`config.mk`:
```
export PLATFORM = sky130hd
export DESIGN_NAME = csem_ram
export DESIGN_NICKNAME = d
export VERILOG_FILES = /design/src/hdl/csem_ram.sv
export SDC_FILE = /design/constraint.sdc
export NUM_CORES = 1
export LEC_CHECK = 0
export CORE_AREA = 2 2 180 182
export DETAILED_ROUTE_END_ITERATION = 10
export DIE_AREA = 0 0 182 184
export DONT_BUFFER_PORTS = 1
export PLACE_DENSITY = 0.78
export SETUP_SLACK_MARGIN = 0.05
export SYNTH_ARGS = -nofsm -noshare
export SYNTH_HDL_FRONTEND = slang
export SYNTH_SLANG_ARGS = --single-unit
```
`constraint.sdc`:
```
create_clock -name clk -period 5 [get_ports clk]
set_clock_uncertainty 0.15 [all_clocks]
set_input_delay 0.25 -clock clk [delete_from_list [all_inputs] [get_ports clk]]
set_output_delay 0.25 -clock clk [all_outputs]
set_load 0.1 [all_outputs]
```
`src/hdl/csem_ram.sv`:
```
`timescale 1ns / 1ps

module csem_ram #(
    parameter int WIDTH = 8,
    parameter int DEPTH = 64
) (
    input  logic                     clk,
    input  logic                     we,
    input  logic [$clog2(DEPTH)-1:0] waddr,
    input  logic [WIDTH-1:0]         wdata,
    input  logic [$clog2(DEPTH)-1:0] raddr,
    output logic [WIDTH-1:0]         rdata
);

    logic [WIDTH-1:0] mem [DEPTH];

    always_ff @(posedge clk)
    begin
        if (we)
        begin
            mem[waddr] <= wdata;
        end
        rdata <= mem[raddr];
    end

endmodule

```
==> results.md <==
* Status: finished, violations left
* Failing checks: hold timing
* Crit path launch: mem[13][3]$_DFFE_PP_
* RSZ-0062 raised after global routing: false
* Num CTS Buffers at between 40 and 50
* Max cap viols at 0
* Final hold vios at 8
* Worst slack at placement at 2720 ps
* Vias in the first global route at just under 10k
* Final Max Slew Viols at 0
* Core box area at about 31000 um^2
* Routed len/inst at ~31 um
* Smallest hold slack at -8.49 ps
* CTS tree: built
* Post-CTS Setup Inserts at 0
* Worst R2R Setup Slack at 2150 ps
* Async SR Flop Fraction at 0
* Synth top area cells: edfxtp_1 76%, mux4_2 14%, nor2_1 1.5%, mux2i_1 1.1%, dfxtp_1 0.79%
* IO Port Bufs at 0
* Peak VDD IR at roughly 0.30 mV
* Die Area at 33500 um^2
* Layout cells sized above 1 at 0.218
* Pleak at around 7 nW
* Clk root buf: clkbuf_16
* ANT nets after route at 0
* Net Count, Synth at between 900 and 1k
* Vias at 9753
* Reg-to-reg critical path startpoint: mem[13][3]$_DFFE_PP_
* Synth cell types at 40
* GP Congestion at 0.853
* Total Nets Final at about 1000
* Final TNS setup at 0 ps
* Grt total ovfl at 0
* Hpwl dp at about 23000 um
* Mapped Cells at 940
* Clk sinks at between 500 and 600
* I/O pin cnt at 30
* 1st-pass router iterations at 5
* R2R depth at 6
* Final WL at ~43000 um
* Critical Path AT at 3130 ps
* CTS max path bufs at 3
* Die W at about 180 um
* Hold Crit Class: input pin to flip-flop
* Tcrit/Tclk final at 0.570
* EDFF count, synth at around 510
* Crit path launch type: flip-flop
* Slew @ Worst Pin at between 1000 and 1500 ps
* Routed vias/inst at about 6.9
* Share of the synthesized area in the top cell type at 0.762
* First-pass GRT wire length at 64800 um
* Worst EP required at between 5000 and 6000 ps
* 1st-iter DRT viols at between 1k and 1.5k
* PwrDens at 406 nW/um^2
* Final Total Pwr at 9.12 mW
* Clk Latency, worst-skew pair at ~570 ps
* Worst setup margin at 2150 ps
* Layout area overhead at 11.4%
* Die Y at 184 um
* Ant diodes at 0
* Fin crit period at around 2900 ps
* Synth warn at 0
* Initial Util at 0.642
* Crit end category: flip-flop
* Hold buffers post-CTS at 29
* Clock Pin Slew Worst Setup and Hold Paths at 60 ps
* Row cnt at 65
* Cell accounting for the most synthesized area: edfxtp_1
* RR Endpoint: rdata[3]$_DFF_P_
* Hold_sp: waddr[1]
* Yosys reg bits at 520
* Final setup fails at 0
* H-tree depth at 2
* Avg Cell Area, Syn at between 20 and 25 um^2
* Critical path class: flip-flop to flip-flop
* DR DRC count at 0
* Slew HR at 0.326
* Final-layout fill cell count at between 1.5k and 2k
* Largest net degree at the start of global routing at 138
* Post-CTS sizing at 0
* Antenna violations before repair at 1
* Worst-case hold path end point: mem[54][6]$_DFFE_PP_
* Hold Path Cell Cnt at 2
* Peak Freq at 351 MHz
* Total global routing track utilization at 0.269
* Top_reg_cell synth: edfxtp_1
* Post-Syn Area at just over 20000 um^2
* Max FO, Critical Path at 1
* Sequential cell area fraction in the yosys report at 0.770
==> report_power, final <==
part | switching [mW] | internal, mW | total (mW)
logic | 0.197 | 0.173 | 0.369
registers | 0.0743 | 4.82 | 4.90
clock network | 1.54 | 2.31 | 3.85
==> layer usage <==
layer	wire length, um	share of wire	track usage	vias to the layer above
li1	-	-	-	3993
met1	16500	0.38	0.388	5038
met2	20500	0.47	0.414	627
met3	4810	0.11	0.0697	93
met4	1320	0.031	0.0865	2
met5	13	0.00030	0	-
==> Yosys cell counts (all sizes together), types with 4 or more instances <==
cell,count
a211oi,4
a221oi,6
buf,34
clkbuf,17
dfxtp,8
edfxtp,512
mux2,13
mux2i,23
mux4,126
nand2,19
nand2b,7
nand3,13
nor2,83
nor2b,14
nor3,7
o21ai,4
o221ai,8
o22ai,8
==> sequential cells by signal, indices dropped and copies added (netlist names) <==
register	cells
rdata	8
mem	512
==> metrics by stage <==
step	area [um^2]	hold WS, ps	utilization	cells
floorplan	20200	199	-	940
global placement	20400	204	0.649	1293
detailed placement	20400	202	0.649	1293
CTS	22500	1.96	0.716	1412
global route	22500	10.7	0.716	1412
finish	22500	-8.49	0.716	1412
==> worst max-delay path by stage <==
| stage | to | cells past startpoint |
|---|---|---|
| 2_1_floorplan | rdata[3]$_DFF_P_ | 7 |
| 3_3_place_gp | mem[46][6]$_DFFE_PP_ | 3 |
| 3_5_place_dp | mem[46][2]$_DFFE_PP_ | 3 |
| 4_1_cts | rdata[3]$_DFF_P_ | 6 |
| 5_1_grt | rdata[3]$_DFF_P_ | 6 |
| 6_report | rdata[3]$_DFF_P_ | 6 |
==> worst max-delay path: stages, from the launching register on <==
cell and delay [ps]:
edfxtp_1 370, mux4_2 510, o221ai_1 190, o21a_1 160, dlygate4sd3_1 620, o41ai_1 100
dlygate4sd3_1 630
==> placed cells by master, fill, tap and decap left out, types with 12 or more instances in the layout <==
| master | synthesis | layout |
|---|---|---|
| clkinv_1 | 0 | 12 |
| edfxtp_1 | 512 | 512 |
| dlygate4sd3_1 | 0 | 21 |
| mux2i_1 | 23 | 23 |
| mux4_2 | 126 | 126 |
| nand2_1 | 19 | 19 |
| nor2_1 | 83 | 83 |
| clkbuf_16 | 0 | 49 |
| nor2b_1 | 14 | 14 |
| mux2_2 | 13 | 13 |
| nand3_1 | 13 | 13 |
==> logic make-up (layout without fill, tap and decap cells) <==
kind of cell / Yosys count / count (layout) / share of synthesized area
flip-flops: 520 / 520 / 0.770
AND/OR/NAND/NOR: 153 / 153 / 0.0339
buffers and inverters: 51 / 121 / 0.0157
AO/OA/AOI/OAI: 54 / 54 / 0.0207
multiplexers: 162 / 162 / 0.159
==> final cells by class <==
type	count	area (um^2)	share of cell area
sequential	520	15500	0.692
multi-input combinational	369	4320	0.192
clock buffer	61	1300	0.0579
tap	402	503	0.0224
timing repair buffer	31	445	0.0198
clock inverter	29	365	0.0163
Note: power is estimated with default switching activity, not from simulation.
