### config.mk
export PLATFORM = sky130hd
export DESIGN_NAME = csem_alu
export DESIGN_NICKNAME = d
export VERILOG_FILES = /design/src/hdl/csem_pkg.sv /design/src/hdl/csem_alu.sv
export SDC_FILE = /design/constraint.sdc
export NUM_CORES = 1
export LEC_CHECK = 0
export BUFFER_PORTS_ARGS = -buffer_cell sky130_fd_sc_hd__buf_2
export CAP_MARGIN = 10
export CORE_MARGIN = 10
export CORE_UTILIZATION = 44
export DETAILED_ROUTE_END_ITERATION = 8
export PLACE_DENSITY = 0.86
export SLEW_MARGIN = 10
export SYNTH_ARGS = -nofsm -noshare
export SYNTH_HDL_FRONTEND = slang
export SYNTH_SLANG_ARGS = --single-unit
### constraint.sdc
create_clock -name vclk -period 2.4
set_clock_uncertainty 0.2 [all_clocks]
set_input_delay 0.24 -clock vclk [all_inputs]
set_output_delay 0.24 -clock vclk [all_outputs]
set_load 0.02 [all_outputs]
### src/hdl/csem_pkg.sv
`timescale 1ns / 1ps

package csem_pkg;

    localparam int DEF_NUM_SEMAPHORES = 64;
    localparam int DEF_WAIT_DEPTH     = 8;
    localparam int DEF_TASK_ID_BITS   = 8;

    localparam int HANDLE_W = 6;
    localparam int COUNT_W  = 16;
    localparam int TASK_W   = 8;

    localparam logic signed [COUNT_W-1:0] COUNT_MAX = 16'sh7FFF;
    localparam logic signed [COUNT_W-1:0] COUNT_MIN = 16'sh8000;

    typedef enum logic [1:0] {
        ACT_CREATE  = 2'd0,
        ACT_DESTROY = 2'd1,
        ACT_DOWN    = 2'd2,
        ACT_UP      = 2'd3
    } act_t;

    typedef enum logic [2:0] {
        ST_OK         = 3'd0,
        ST_BLOCKED    = 3'd1,
        ST_BAD_HANDLE = 3'd2,
        ST_TABLE_FULL = 3'd3,
        ST_QUEUE_FULL = 3'd4,
        ST_RELEASED   = 3'd5,
        ST_OVERFLOW   = 3'd6
    } status_t;

    typedef struct packed {
        status_t                     status;
        logic                        wr_slot;
        logic                        valid_next;
        logic                        push;
        logic                        pop;
        logic signed [COUNT_W-1:0]   count_next;
    } alu_res_t;

endpackage

### src/hdl/csem_alu.sv
`timescale 1ns / 1ps

module csem_alu (
    input  csem_pkg::act_t                          action,
    input  logic                                    valid,
    input  logic signed [csem_pkg::COUNT_W-1:0]     count,
    input  logic                                    q_full,
    input  logic                                    q_nonempty,
    output csem_pkg::alu_res_t                      res
);
    import csem_pkg::*;

    logic signed [COUNT_W:0] delta;
    logic signed [COUNT_W:0] sum;

    // one shared adder: +1 for up, -1 otherwise
    assign delta = (action == ACT_UP) ? 17'sd1 : -17'sd1;
    assign sum   = {count[COUNT_W-1], count} + delta;

    always_comb
    begin
        res            = '0;
        res.status     = ST_OK;
        res.valid_next = 1'b1;
        res.count_next = sum[COUNT_W-1:0];
        if (!valid)
        begin
            res.status = ST_BAD_HANDLE;
        end
        else
        begin
            unique case (action)
                ACT_DESTROY:
                begin
                    res.wr_slot    = 1'b1;
                    res.valid_next = 1'b0;
                    res.count_next = count;
                end
                ACT_DOWN:
                begin
                    if (count > 16'sd0)
                    begin
                        res.wr_slot = 1'b1;
                    end
                    else if (count == COUNT_MIN || q_full)
                    begin
                        res.status = ST_QUEUE_FULL;
                    end
                    else
                    begin
                        res.wr_slot = 1'b1;
                        res.push    = 1'b1;
                        res.status  = ST_BLOCKED;
                    end
                end
                ACT_UP:
                begin
                    if (count == COUNT_MAX)
                    begin
                        res.status = ST_OVERFLOW;
                    end
                    else
                    begin
                        res.wr_slot = 1'b1;
                        // still at or below zero after the increment
                        res.pop     = (count < 16'sd0) && q_nonempty;
                    end
                end
                ACT_CREATE:
                begin
                    res.count_next = count;
                end
            endcase
        end
    end

endmodule

==> metrics <==
run status=complete, but fails checks; failing checks=negative setup slack; 1st-iter DRT viols=400; Mapped Area=1131 um^2; syn_area_per_cell=6.576 um^2; most common cell in the netlist=nor2_1; Yosys top cell area share=16.59%; Top cell by count, worst path=buf_12; vias in the first global route=around 2200; critical path fanouts, max=8; Core ar.=between 2000 and 2500 um^2; setup TNS=-3.803 ns; fraction of layout cells with a size suffix above 1=56.83%; critical path's largest stage delay=roughly 0.35 ns; DP Area=1808 um^2; gr usage total=between 20% and 30%; via count=between 2000 and 2500; Initial Utilization=between 40 and 50%; HP Class=input pin to output port; area delta synth->final=105.5%; final setup margin=-0.4267 ns; max-slew violation count=0; crit path buf inv count=3; total area of sequential cells=0 um^2; ANT nets after route=0; gp weighted congestion=slightly below 0.9; RSZ-0062 raised after global routing=true; final setup fails=15; CP cell instances=buf_12 -> nand2_8 -> buf_12 -> ha_4 -> nand4_1 -> a2111oi_4 -> nand2_2 -> a31o_1 -> a21oi_2 -> xor2_2 -> buf_6; port bufs=44; post-synth cell types=42; CP endpoint kind=output port; hpwl dp=3.878 mm; number of clock buffers in the layout=0; min-delay src=q_full; First-pass DRT Iterations=6; Finished Core Util=between 90% and 100%; worst-margin pin slew=around 0.64 ns; die area=about 5000 um^2; Via density=between 7 and 8; worst vdd ir=around 0.00031 V; Die Ht=approximately 71 um; leading area contributor after synthesis=ha_1; largest net degree at the start of global routing=13; initial antenna violation count=0; CP max stage cell=ha_4; number of diodes=0; WL/cell=roughly 28 um; DIE WIDTH=70.70 um; first-pass GRT wire length=~11 mm; Synth area leaders=ha_1 (17%), nor2_1 (7.6%), a21oi_1 (7.1%); Post-CTS Hold Buffers=0; hold worst-path end=res[20]; Fin. Hold Viols=0; Hold Slack=just over 0.6 ns; post-place setup slack=-0.3476 ns; Power Dens Cells=~360 nW/um^2; Core Rows=18; crit path time final=2.827 ns; Top delay family on crit path=compound AO/OA/AOI/OAI gates; Ports=between 40 and 50; crit share post-route=117.8%; total grt overflow=0; Hold Crit Depth=3; Worst EP required=between 1.5 and 2 ns; DRC Markers=0; Syn Nets=around 210; final instance area=between 2000 and 2500 um^2; share of the yosys chip area belonging to registers=0%; most frequent cells after synthesis=nor2_1 (23), a21oi_1 (16), nand2_1 (16), ha_1 (15), inv_1 (9); Slew headroom=between 50% and 60%; nets@finish=approximately 320; Arr. time, crit path=2.39 ns; Non-Filler Instances=slightly above 300; Static Leak=1.024 nW; YS warnings=0; placed cell count=roughly 300; max-cap violations=0; Seq cells=0; final WL=8.576 mm; overall power=0.8465 mW; Worst setup SP type=input pin; Cells after Synth=roughly 170; CP Class=input pin to output port; Achievable Freq=approximately 350 MHz
[power by group]
group | total, mW | switching (mW) | internal (mW)
Combinational | 0.846 | 0.466 | 0.380
Sequential | 0 | 0 | 0
Clock | 0 | 0 | 0
[layout by cell type, fill, tap and decap left out, types with 2 or more instances in the layout]
cell	instances
a31o_1	2
nand3_1	4
o211ai_1	3
a21oi_2	7
buf_6	9
or3_1	2
nand4_1	8
nand2_4	2
a21oi_1	8
buf_12	3
a21oi_4	4
ha_4	9
a211oi_2	2
o21ai_0	4
xor2_1	5
nor3_1	3
xnor2_1	6
nand2_1	14
ha_1	6
inv_1	8
buf_2	31
nor2_1	22
nor4_1	5
buf_4	70
o21ai_1	7
o22a_1	2
nand2b_1	2
[metal layers]
metal / wire length (um) / share of wire, % / global-route usage [%]
met2: 3700 / 43 / 44.71
met3: 1252 / 15 / 6.834
met1: 2809 / 33 / 27.71
met4: 814 / 9.5 / 15.70
met5: 0 / 0 / 0
[worst min-delay path, cell delays in order]
cell,delay [ns]
buf_2,0.10
nor4_1,0.07
buf_2,0.16
[cell type report]
class / instances / area, um^2
well taps: 30 / 37.54
repair buffers: 113 / 842.1
multi-input cells: 156 / 1409
inverters: 9 / 36.28
fillers: 65 / 130.1
[logic make-up after synthesis]
group,count (synthesis),share of synthesized area [%]
simple gates,71,30.09
compound gates,54,32.75
fa+ha+maj,17,19.25
buf+inv,17,7.854
xor+xnor,13,10.07
[worst max-delay path by stage]
stage,slack (ns),from,end,cells past startpoint
floorplan,0.04,action[0],res[15],9
global placement,-0.26,action[0],res[15],10
detailed placement,-0.35,action[0],res[15],10
CTS,-0.19,action[1],res[8],12
global route,-0.46,action[0],res[15],11
finish,-0.43,action[0],res[15],11
[repair_timing]
action / in CTS / in global routing
gates resized for setup: 49 / 31
setup buffers: 7 / 4
cloned: 1 / 0
setup endpoints to repair: 10 / 12
pin swaps: 18 / 29
No activity file was read; power rests on OpenSTA's default activity.
